--- config.mk ---
export PLATFORM = sky130hd
export DESIGN_NAME = base64_stream_encoder
export DESIGN_NICKNAME = d
export VERILOG_FILES = /design/src/sv/b64e_pkg.sv /design/src/sv/b64e_front.sv /design/src/sv/b64e_queue.sv /design/src/sv/b64e_back.sv /design/src/sv/base64_stream_encoder.sv
export SDC_FILE = /design/constraint.sdc
export NUM_CORES = 1
export LEC_CHECK = 0
export ABC_AREA = 1
export ABC_CLOCK_PERIOD_IN_PS = 3200
export CORE_MARGIN = 4
export CORE_UTILIZATION = 35
export CTS_BUF_LIST = sky130_fd_sc_hd__clkbuf_16
export CTS_CLUSTER_DIAMETER = 50
export DETAILED_ROUTE_END_ITERATION = 6
export DONT_BUFFER_PORTS = 1
export SYNTH_ARGS = -nofsm -noshare
export SYNTH_HDL_FRONTEND = slang
export SYNTH_SLANG_ARGS = --single-unit
--- constraint.sdc ---
create_clock -name clock -period 3.2 [get_ports clock]
set_clock_uncertainty 0.2 [all_clocks]
set_input_delay 0.64 -clock clock [delete_from_list [all_inputs] [get_ports clock]]
set_output_delay 0.64 -clock clock [all_outputs]
set_load 0.01 [all_outputs]
--- src/sv/b64e_pkg.sv ---
// Package: shared item types, job type and the base64 character lookup.
package b64e_pkg;

   localparam logic [6:0] PAD_CHAR  = 7'h3d;
   localparam int         JOB_SLOTS = 4;
   localparam int         Q_DEPTH   = 2;

   typedef struct packed {
      logic [7:0] data_byte;
      logic       last_in;
   } req_type;

   typedef struct packed {
      logic [6:0] code_char;
      logic       last_out;
   } rsp_type;

   typedef struct packed {
      logic [JOB_SLOTS-1:0][6:0] chars;
      logic [1:0]                final_idx;
      logic                      last;
   } job_type;

   typedef struct packed {
      logic full;
      logic empty;
   } q_status_type;

   function automatic logic [6:0] b64_char(input logic [5:0] v);
      logic [6:0] r;
      if (v < 6'd26) begin
         r = 7'(v) + 7'd65;
      end else if (v < 6'd52) begin
         r = 7'(v) + 7'd71;
      end else if (v < 6'd62) begin
         r = 7'(v) - 7'd4;
      end else if (v == 6'd62) begin
         r = 7'h2b;
      end else begin
         r = 7'h2f;
      end
      return r;
   endfunction

endpackage

--- src/sv/b64e_front.sv ---
// Front end: takes bytes, tracks group phase and carry, builds one job per byte.
module b64e_front (
   input  logic             clock,
   input  logic             reset,
   input  logic             req_valid,
   input  b64e_pkg::req_type req_data,
   input  logic             q_full,
   output logic             push,
   output b64e_pkg::job_type job
);
   import b64e_pkg::*;

   localparam logic [1:0] PH_ZERO = 2'd0;
   localparam logic [1:0] PH_ONE  = 2'd1;
   localparam logic [1:0] PH_TWO  = 2'd2;

   logic [3:0] carry_ff, carry_in;
   logic [1:0] phase_ff, phase_in;
   logic [7:0] b;
   logic       fin;

   assign push = req_valid && !q_full;
   assign b    = req_data.data_byte;
   assign fin  = req_data.last_in;

   always_comb begin
      job       = '0;
      job.last  = fin;
      carry_in  = carry_ff;
      phase_in  = phase_ff;
      case (phase_ff)
         PH_ONE: begin
            job.chars[0] = b64_char({carry_ff[1:0], b[7:4]});
            if (fin) begin
               job.chars[1]  = b64_char({b[3:0], 2'b00});
               job.chars[2]  = PAD_CHAR;
               job.final_idx = 2'd2;
            end else begin
               job.final_idx = 2'd0;
               carry_in      = b[3:0];
               phase_in      = PH_TWO;
            end
         end
         PH_TWO: begin
            job.chars[0]  = b64_char({carry_ff, b[7:6]});
            job.chars[1]  = b64_char(b[5:0]);
            job.final_idx = 2'd1;
            carry_in      = '0;
            phase_in      = PH_ZERO;
         end
         default: begin
            job.chars[0] = b64_char(b[7:2]);
            if (fin) begin
               job.chars[1]  = b64_char({b[1:0], 4'b0000});
               job.chars[2]  = PAD_CHAR;
               job.chars[3]  = PAD_CHAR;
               job.final_idx = 2'd3;
            end else begin
               job.final_idx = 2'd0;
               carry_in      = {2'b00, b[1:0]};
               phase_in      = PH_ONE;
            end
         end
      endcase
      if (fin) begin
         carry_in = '0;
         phase_in = PH_ZERO;
      end
   end

   always_ff @(posedge clock) begin
      if (reset) begin
         carry_ff <= '0;
         phase_ff <= PH_ZERO;
      end else if (push) begin
         carry_ff <= carry_in;
         phase_ff <= phase_in;
      end
   end

endmodule

--- src/sv/b64e_queue.sv ---
// Two-entry job queue between front and back.
module b64e_queue (
   input  logic                  clock,
   input  logic                  reset,
   input  logic                  push,
   input  b64e_pkg::job_type     push_job,
   input  logic                  pop,
   output b64e_pkg::job_type     head_job,
   output b64e_pkg::q_status_type status
);
   import b64e_pkg::*;

   localparam int PW = $clog2(Q_DEPTH);
   localparam int CW = $clog2(Q_DEPTH + 1);

   job_type        slot_ff [Q_DEPTH];
   logic [PW-1:0]  wr_ff, rd_ff;
   logic [CW-1:0]  count_ff, count_in;
   logic           do_pop;

   assign status.full  = (count_ff == CW'(Q_DEPTH));
   assign status.empty = (count_ff == '0);
   assign head_job     = slot_ff[rd_ff];
   assign do_pop       = pop && !status.empty;

   always_comb begin
      count_in = count_ff;
      if (push && !do_pop) begin
         count_in = count_ff + CW'(1);
      end else if (!push && do_pop) begin
         count_in = count_ff - CW'(1);
      end
   end

   always_ff @(posedge clock) begin
      if (push) begin
         slot_ff[wr_ff] <= push_job;
      end
   end

   always_ff @(posedge clock) begin
      if (reset) begin
         wr_ff    <= '0;
         rd_ff    <= '0;
         count_ff <= '0;
      end else begin
         if (push) begin
            wr_ff <= (wr_ff == PW'(Q_DEPTH - 1)) ? '0 : wr_ff + PW'(1);
         end
         if (do_pop) begin
            rd_ff <= (rd_ff == PW'(Q_DEPTH - 1)) ? '0 : rd_ff + PW'(1);
         end
         count_ff <= count_in;
      end
   end

endmodule

--- src/sv/b64e_back.sv ---
// Back end: head job chars go to the output register, one per unstalled cycle.
module b64e_back (
   input  logic                   clock,
   input  logic                   reset,
   input  b64e_pkg::job_type      head_job,
   input  b64e_pkg::q_status_type q_status,
   output logic                   pop,
   output logic                   rsp_valid,
   output b64e_pkg::rsp_type      rsp_data,
   input  logic                   rsp_stall
);
   import b64e_pkg::*;

   logic [1:0] idx_ff, idx_in;
   logic       rsp_valid_ff, rsp_valid_in;
   rsp_type    rsp_data_ff, rsp_data_in;
   logic       load, at_end;

   assign load   = (!rsp_valid_ff || !rsp_stall) && !q_status.empty;
   assign at_end = (idx_ff == head_job.final_idx);
   assign pop    = load && at_end;

   always_comb begin
      rsp_valid_in          = rsp_valid_ff;
      rsp_data_in           = rsp_data_ff;
      idx_in                = idx_ff;
      if (rsp_valid_ff && !rsp_stall) begin
         rsp_valid_in = 1'b0;
      end
      if (load) begin
         rsp_valid_in          = 1'b1;
         rsp_data_in.code_char = head_job.chars[idx_ff];
         rsp_data_in.last_out  = head_job.last && at_end;
         idx_in                = at_end ? 2'd0 : idx_ff + 2'd1;
      end
   end

   always_ff @(posedge clock) begin
      if (reset) begin
         rsp_valid_ff <= 1'b0;
         idx_ff       <= '0;
      end else begin
         rsp_valid_ff <= rsp_valid_in;
         idx_ff       <= idx_in;
      end
      rsp_data_ff <= rsp_data_in;
   end

   assign rsp_valid = rsp_valid_ff;
   assign rsp_data  = rsp_data_ff;

endmodule

--- src/sv/base64_stream_encoder.sv ---
// Top level: streaming base64 encoder, front end, job queue and back end.
//
//   channel  direction  handshake              item
//   req      in         req_valid / req_stall  req_type: data_byte, last_in
//   rsp      out        rsp_valid / rsp_stall  rsp_type: code_char, last_out
//
// One character leaves per cycle from the back end's output register while rsp_stall
// is low; a byte gives one or two characters, a final byte two to four, so bytes flow
// at up to one a cycle and settle at four characters per three bytes.
// Reset clears phase, carry, queue pointers and output valid.
// req_stall is high while the two-entry job queue is full.
module base64_stream_encoder (
   input  logic              clock,
   input  logic              reset,
   input  logic              req_valid,
   output logic              req_stall,
   input  b64e_pkg::req_type req_data,
   output logic              rsp_valid,
   input  logic              rsp_stall,
   output b64e_pkg::rsp_type rsp_data
);
   import b64e_pkg::*;

   logic         push, pop;
   job_type      push_job, head_job;
   q_status_type q_status;

   assign req_stall = q_status.full;

   b64e_front u_front (
      .clock     (clock),
      .reset     (reset),
      .req_valid (req_valid),
      .req_data  (req_data),
      .q_full    (q_status.full),
      .push      (push),
      .job       (push_job)
   );

   b64e_queue u_queue (
      .clock    (clock),
      .reset    (reset),
      .push     (push),
      .push_job (push_job),
      .pop      (pop),
      .head_job (head_job),
      .status   (q_status)
   );

   b64e_back u_back (
      .clock     (clock),
      .reset     (reset),
      .head_job  (head_job),
      .q_status  (q_status),
      .pop       (pop),
      .rsp_valid (rsp_valid),
      .rsp_data  (rsp_data),
      .rsp_stall (rsp_stall)
   );

   a_reset_clears: assert property (@(posedge clock) reset |=> !rsp_valid)
      else $error("output valid after reset");

   a_idle_stays: assert property (@(posedge clock) disable iff (reset)
      (q_status.empty && !rsp_valid && !push) |=> !rsp_valid)
      else $error("character produced without a job");

   a_push_fills: assert property (@(posedge clock) disable iff (reset)
      (req_valid && !req_stall) |=> !q_status.empty)
      else $error("accepted item lost from queue");

   a_pop_valid: assert property (@(posedge clock) disable iff (reset)
      pop |-> !q_status.empty)
      else $error("pop from empty queue");

endmodule

After elaboration in Yosys (flattened, before gate mapping)
Memory sizes are Yosys's and may differ from the RTL's. A register that Yosys moved wholly into a read port is not among the register bits. Index checks and enable logic that the tools add are counted.

Memories kept: 1. Bits in registers: 21. Logic and storage cells: 125. Memory bits (writable): 60. Input bits: 13. Output and inout port bits: 10.

Memories: u_queue.slot_ff (depth 2, width 30, rd ports 1, clocked after memory_dff 1, wr ports 1, RTL line b64e_queue.sv:16) `job_type slot_ff [Q_DEPTH];`.

Eq/ne operators: 8. Magnitude comparators: 19. Add/sub/neg operators: 23. Multiplexer cells: 46. Reduce and logical (&&, ||, !) cells: 19.

Operator list (count): $mux W7 (19); $add A6 B7 Y7 const B (12); $lt A6 B6 Y1 const B (12); $sub A6 B3 Y7 const B (6); $lt A6 B5 Y1 const B (6); $pmux W16 S2 (1); $eq A6 B6 Y1 const B (4); $mux W20 (1); $bmux W7 S2 (1); $pmux W7 S2 (1); $mux W13 (1); $mux W2 (6); $mux W3 (4); $logic_and A1 B1 Y1 (8); $mux W1 (8); $pmux W4 S2 (1); $logic_not A1 Y1 (6); $mux W6 (1); $add A2 B1 Y2 const B (2); $eq A2 B2 Y1 const B (2); $mux W4 (1); $pmux W2 S2 (1); $reduce_bool A2 Y1 (2); $lt A2 B3 Y1 const B (1); 7 further kinds (8).

Longest topological paths before layout
Gate-level depths: netlist of run 1.

Depth in word-level cells: 8. Mapped depth: 15. Gate-level depth less buffers: 14.

Hierarchy
A second synthesis of run 1 with hierarchy kept.

Cells, all modules: 654. Area, all modules: 5544.1 um2.

By module, submodules not included: b64e_queue (area each 2478.6 um2, instances 1, cells each 131, sequential area each 1961.9 um2); b64e_front (area each 2418.6 um2, instances 1, cells each 445, sequential area each 120.1 um2); b64e_back (area each 646.9 um2, instances 1, cells each 78, sequential area each 300.3 um2).

Least setup slack after synthesis of run 1
Ideal clock, no wire load.

Path kind: input to register. From: input port req_data[2] (netlist name). To: memory u_queue.slot_ff[0][14] (netlist name), data pin. Arrival: 2046 ps. Buffers on the path: 1. Stages: 14. Library setup time: 256 ps. Setup slack: 698 ps. Data required time: 2744 ps. Path through: buf_4 > inv_1 > ha_1 > inv_1 > nand2_1 > nand2_1 > nand2_1 > ha_1 > o21bai_1 > nor2_1 > o21a_1 > nand2_1 > nand2_1 > nand2_1.

RTL lines: start: declaration (RTL line base64_stream_encoder.sv:17) `input b64e_pkg::req_type req_data,`; end: declaration (RTL line b64e_queue.sv:16).

==> results_dict.tcl, run 1 <==
set metrics [dict create \
    outcome "complete, no violations" \
    grt_util_all_layers_pct 15.7 \
    antenna_found_initial 0 \
    grt_max_degree 20 \
    synthAdderAreaFrac_pct 7.96 \
    drv_cap 0 \
    clkTransAtPathRegs_ns 0.05 \
    area_growth_pct 10.1 \
    synthCells 563 \
    synthSimpleGateAreaFrac_pct 27.5 \
    slowest_stage "dfxtp_1" \
    dpl.hpwl_um 8350 \
    power.leakage_uw 0.00198 \
    max_stage_delay_ns 0.50 \
    seq_area_um2 1600 \
    post-place-ws_ns 0.562 \
    netlist_area_um2 4240 \
    die_y_um 118 \
    period_share_pct 76.7 \
    grt_pass1_wl_um 18000 \
    syn_nets 603 \
    cp-start-kind "flip-flop" \
    ys_warn_count 0 \
    ys_types 35 \
    setup_viol 0 \
    grtUsageMet2_pct 25.4 \
    hold_depth 1 \
    grt_pass1_vias 3531 \
    maxSlewHeadroom_pct 36.2 \
    drtIter0Drc 321 \
    fp.dieW_um 118 \
    synth_top_area_share_pct 31.1 \
    clk_latency_ns 0.32 \
    final_cell_mix "nand2_1, nand3_1, inv_1, edfxtp_1, nor2_1" \
    antenna_cells 0 \
    drive_gt1_share_pct 6.19 \
    synthTopCellsByArea "edfxtp_1, nand2_1, ha_1, nand3_1, dfxtp_1" \
    cts_resized 0 \
    synth_mux_area_share_pct 0 \
    via_per_inst 5.28 \
    finalCriticalPeriod_ns 2.45 \
    path_buf_inv 2 \
    synth-xor-area-share_pct 3.69 \
    synth-main-ff-cell "edfxtp_1" \
    met3_usage_pct 2.11 \
    synth_top_cell_by_area "edfxtp_1" \
    final_cells 708 \
    worstPathRequired_ns 3.04 \
    synth.ff_latch_count 58 \
    setup_slack_ns 0.745 \
    wl_per_cell_um 15.6 \
    finalSetupTns_ns 0 \
    drt_pass1_iterations 5 \
    mostFrequentLayoutCell "nand2_1" \
    ctsHoldBuffers 0 \
    drt-total-wl_um 11000 \
    tightest_slew_ns 0.951 \
    worst-setup-path-type "reg -> reg" \
    dieArea_um2 13900 \
    io_pins 23 \
    cts_buffers 9 \
    critPathTopFamily "simple AND/OR/NAND/NOR gates" \
    nFillCells 1205 \
    synth_seq_area_share_pct 37.7 \
    cp_data_arrival_time_ns 2.30 \
    reg2reg_depth 12 \
    coreArea_um2 11700 \
    vias 3738 \
    clock_tree.root_cell "clkbuf_16" \
    cts.sink_count 58 \
    crit_path_cell_trace "inv_1, ha_1, nor2_4, inv_1, nor2_1, nand2_1, nand3_1, nand2_1, nand2_1, nand2_1, nand2_1, nand2_1" \
    h-tree-depth 3 \
    gp_congestion 0.912 \
    p_per_area_nw_per_um2 715 \
    synth_top_family_by_area "simple AND/OR/NAND/NOR gates" \
    drc 0 \
    timing_hold_violations_final 0 \
    nets 600 \
    fmax_mhz 407 \
    antenna_left 0 \
    numPortBuffers 0 \
    critPathMaxFanout 8 \
    cts_tree "done" \
    cts_setup_buffers 0 \
    cp-end-kind "flip-flop" \
    grt.met1_usage_pct 21.9 \
    placementRows 39 \
    dp_cells 692 \
    synth_edf_count 44 \
    avgSynthCellArea_um2 7.54 \
    initial_core_util_pct 36.4 \
    rsz0062_at_grt "false" \
    vdd_ir_drop_max_mv 0.362 \
    gr-total-overflow 0 \
    drv_slew 0 \
    async_reset_ff_share_pct 0 \
    multi_input_area_um2 2280 \
    cts_max_path_buffers 2 \
    hp-class "in -> reg" \
    crit_cells 12 \
    gr-max-usage-layer "met2" \
    crit_top_cell "nand2_1" \
    synth_compound_area_share_pct 14.6 \
]
path summary, 6_finish.rpt:
| kind | startpoint | endpoint | slack, ns |
|---|---|---|---|
| max reg2reg | u_front.carry_ff[1] | u_queue.slot_ff[1][5] | 0.75 |
| min reg2reg | u_queue.rd_ff | u_queue.rd_ff | 0.29 |
| max | u_front.carry_ff[1] | u_queue.slot_ff[1][5] | 0.75 |
| min | reset | u_back.rsp_valid | 0.18 |
layer usage:
| metal | share of wire [%] | vias to the layer above |
|---|---|---|
| li1 | - | 1888 |
| met1 | 48 | 1740 |
| met2 | 47 | 98 |
| met3 | 4.1 | 12 |
| met4 | 1.3 | 0 |
| met5 | 0 | - |
layout make-up:
cell class / count / share of cell area (%)
Clock buffer: 11 / 5.89
Clock inverter: 5 / 1.23
Inverter: 62 / 4.98
Multi-Input combinational cell: 423 / 48.8
Sequential cell: 58 / 34.3
Tap cell: 143 / 3.83
Timing Repair Buffer: 6 / 0.964
state kept, by name, summed over array words and instances (netlist names), named ones only:
signal / count
u_queue.count_ff: 2
u_front.carry_ff: 4
u_back.rsp_data: 8
u_queue.slot_ff: 36
u_back.rsp_valid: 1
u_back.idx_ff: 2
u_queue.rd_ff: 1
u_front.phase_ff: 2
u_queue.wr_ff: 1
power breakdown:
part	total [µW]	switching, µW	internal, µW
Combinational	1100	731	367
Sequential	1220	124	1100
Clock	1020	326	695
cell families (layout without fill, tap and decap cells):
logic type,count (synthesis),count (layout)
AO/OA/AOI/OAI,105,105
XOR/XNOR,17,17
adder cells (fa/ha/maj),27,27
buffers and inverters,82,84
flip-flops,58,58
AND/OR/NAND/NOR,274,274
stage by stage:
stage | hold WS (ns) | power (µW) | instance area, µm² | util [%]
after floorplan | 0.266 | 2060 | 4240 | -
after detailed placement | 0.278 | 2320 | 4340 | 37.2
after CTS | 0.172 | 3350 | 4670 | 40.0
after global routing | 0.177 | 3550 | 4670 | 40.0
final | 0.184 | 3340 | 4670 | 40.0
after global placement | 0.267 | 2310 | 4340 | 37.2
synthesized netlist by cell type (4+ instances only):
cell type and instances:
inv_2 4, nand2_1 155, buf_4 7, nor2_4 4
a31oi_1 4, dfxtp_1 14, xor2_1 13, nor2_1 40
a211oi_1 5, nand3_1 65, edfxtp_1 44, a21oi_1 38
inv_1 56, a221o_1 5, o211ai_1 13, o21ai_0 31
ha_1 27, buf_2 8
Power figures use the tool's default switching activity.
==> run 2: changes to the inputs <==
--- a/config.mk
+++ b/config.mk
@@ -5,8 +5,8 @@
 export SDC_FILE = /design/constraint.sdc
 export NUM_CORES = 1
 export LEC_CHECK = 0
-export ABC_AREA = 1
-export ABC_CLOCK_PERIOD_IN_PS = 3200
+export ABC_AREA = 0
+export ABC_CLOCK_PERIOD_IN_PS = 2600
 export CORE_MARGIN = 4
 export CORE_UTILIZATION = 35
 export CTS_BUF_LIST = sky130_fd_sc_hd__clkbuf_16
==> constraint.sdc (replaced) <==
create_clock -name clock -period 2.6 [get_ports clock]
set_clock_uncertainty 0.2 [all_clocks]
set_input_delay 0.52 -clock clock [delete_from_list [all_inputs] [get_ports clock]]
set_output_delay 0.52 -clock clock [all_outputs]
set_load 0.01 [all_outputs]
==> results_dict.tcl, run 2 <==
set metrics [dict create \
    outcome "complete, no violations" \
    cts_max_path_buffers 2 \
    hp-start "reset" \
    ys_types 61 \
    h-tree-depth 3 \
    area_growth_pct 13.1 \
    hold_depth 1 \
    critPathTopFamily "compound AO/OA/AOI/OAI gates" \
    dpl.hpwl_um 7650 \
    grt_util_all_layers_pct 14.8 \
    clk_latency_ns 0.32 \
    drc 0 \
    cts_resized 0 \
    cp_data_arrival_time_ns 2.34 \
    grt_pass1_wl_um 17000 \
    placementRows 40 \
    p_per_area_nw_per_um2 715 \
    cts_setup_buffers 0 \
    antenna_found_initial 0 \
    worstPathRequired_ns 2.49 \
    final_cell_area_um2 4860 \
    ys_top_cells_by_count "edfxtp_1, a21oi_1, o21ai_0, ha_1, inv_1" \
    netlist_area_um2 4300 \
    place_area_um2 4550 \
    syn_nets 499 \
    synth-main-ff-cell "edfxtp_1" \
    antenna_cells 0 \
    cp-end-kind "flip-flop" \
    vdd_ir_drop_max_mv 0.334 \
    cts.sink_count 58 \
    initial_core_util_pct 35.8 \
    synthCells 459 \
    clock_tree.root_cell "clkbuf_16" \
    coreArea_um2 12000 \
    reg2reg_from "u_front.carry_ff[0]" \
    drt-total-wl_um 10500 \
    drive_gt1_share_pct 12.2 \
    max_stage_delay_ns 0.36 \
    fp.dieW_um 119 \
    reg2reg_depth 7 \
    fmax_mhz 410 \
    antenna_left 0 \
    r2r_slack_ns 0.16 \
    synthTopCellsByArea "edfxtp_1, ha_1, dfxtp_1, a21oi_1, mux4_1" \
    ys_warn_count 0 \
    cts_tree "done" \
    maxSlewHeadroom_pct 62.8 \
    post-place-ws_ns 0.0640 \
    setup_slack_ns 0.159 \
    io_pins 23 \
    dieArea_um2 14100 \
    drtIter0Drc 295 \
    die_y_um 119 \
    fin_util_pct 40.5 \
    numPortBuffers 0 \
    nets 502 \
    regMostFlops "u_queue.slot_ff" \
    largest_reg_flops 36 \
    synth_top_cell_by_area "edfxtp_1" \
    rsz0062_at_grt "false" \
    timing_hold_violations_final 0 \
    ctsHoldBuffers 0 \
    power.leakage_uw 0.00180 \
    vias 3509 \
    synth_top_area_share_pct 30.7 \
    critPathMaxFanout 7 \
    finalCriticalPeriod_ns 2.44 \
    gr-total-overflow 0 \
    clkTransAtPathRegs_ns 0.05 \
    setup_viol 0 \
    wl_per_cell_um 17.1 \
    drv_cap 0 \
    drv_slew 0 \
    grt_pass1_vias 3407 \
    drt_pass1_iterations 7 \
    gp_congestion 0.905 \
    via_per_inst 5.71 \
    synth_edf_count 44 \
    r2r-end "u_queue.slot_ff[0][5]" \
    hold_end "u_back.rsp_valid" \
    timing.hold.ws_ns 0.0683 \
    synth.ff_latch_count 58 \
    final_cell_mix "edfxtp_1, a21oi_1, o21ai_0, buf_4, nand2_1" \
    mostFrequentLayoutCell "edfxtp_1" \
    path_buf_inv 1 \
    crit_path_cell_trace "inv_1, ha_1, a21o_1, a21oi_2, mux2i_1, a22oi_1, o211ai_1" \
    yosysMostFrequentCell "edfxtp_1" \
    tightest_slew_ns 0.552 \
    cp-start-kind "flip-flop" \
    hp-class "in -> reg" \
    slowest_stage "dfxtp_1" \
    power_uw 3470 \
    avgSynthCellArea_um2 9.37 \
    synth_seq_area_share_pct 37.3 \
    worst-setup-path-type "reg -> reg" \
    cts_buffers 9 \
    async_reset_ff_share_pct 0 \
    period_share_pct 93.9 \
    grt_max_degree 24 \
]
run 2: cell types whose count changed after synthesis, sizes merged, moves of 8 or more:
cell	previous run	this run
nand2	158	26
nand3	66	15
inv	60	27
nor2	44	25
clkbuf	4	17
nor2b	0	13
xnor2	3	15
mux2i	0	9
nand2b	0	9
xor2	14	5
nor3	3	11
o211ai	13	5
or3	0	8
run 2: power breakdown:
| group | switching (µW) | internal, µW | total [µW] |
|---|---|---|---|
| clock | 367 | 824 | 1190 |
| combinational | 507 | 392 | 900 |
| sequential | 120 | 1260 | 1380 |
run 2: area by class of cell:
cell class / count / area [µm²]
flip-flops and latches: 58 / 1600
inverters: 27 / 106
clock inverters: 7 / 83.8
repair buffers: 27 / 203
well taps: 147 / 184
multi-input cells: 339 / 2460
clock buffers: 9 / 225
fillers: 1194 / 7150
run 2: how the worst max path moves through the flow:
stage                              from                endpoint  depth (start not counted)
floorplan                   req_data[1]  u_queue.slot_ff[0][14]                         11
global placement            req_data[8]   u_queue.slot_ff[0][7]                          7
detailed placement          req_data[8]   u_queue.slot_ff[0][7]                          7
CTS                 u_front.carry_ff[0]   u_queue.slot_ff[0][5]                          7
global route        u_front.carry_ff[0]   u_queue.slot_ff[0][5]                          7
finish              u_front.carry_ff[0]   u_queue.slot_ff[0][5]                          7
run 2: layer usage:
layer / track usage (%) / vias to the layer above / share of wire (%)
met5: 0 / - / 0
met4: 5.43 / 0 / 2.2
met3: 2.56 / 19 / 4.5
met2: 24.4 / 105 / 48
met1: 19.5 / 1668 / 46
li1: - / 1717 / -
run 2: cells by family (layout without fill, tap and decap cells):
group,Yosys count,in the layout,share of synthesized area (%)
multiplexers,18,18,6.98
flip-flops,58,58,37.3
buffers and inverters,62,70,6.20
adder cells (fa/ha/maj),27,27,7.86
AO/OA/AOI/OAI,139,139,21.1
XOR/XNOR,20,20,4.07
AND/OR/NAND/NOR,135,135,16.6
run 2: worst register-to-register path: stages, from the launching register on:
cell      delay [ns]
dfxtp_1         0.36
inv_1           0.14
ha_1            0.26
a21o_1          0.21
a21oi_2         0.33
mux2i_1         0.24
a22oi_1         0.14
o211ai_1        0.34
run 2: stage by stage:
| step | setup TNS, ns | cells |
|---|---|---|
| 6_report | 0 | 614 |
| 5_1_grt | 0 | 614 |
| 4_1_cts | 0 | 614 |
| 3_5_place_dp | 0 | 598 |
| 3_3_place_gp | 0 | 598 |
| 2_1_floorplan | -0.108 | 459 |
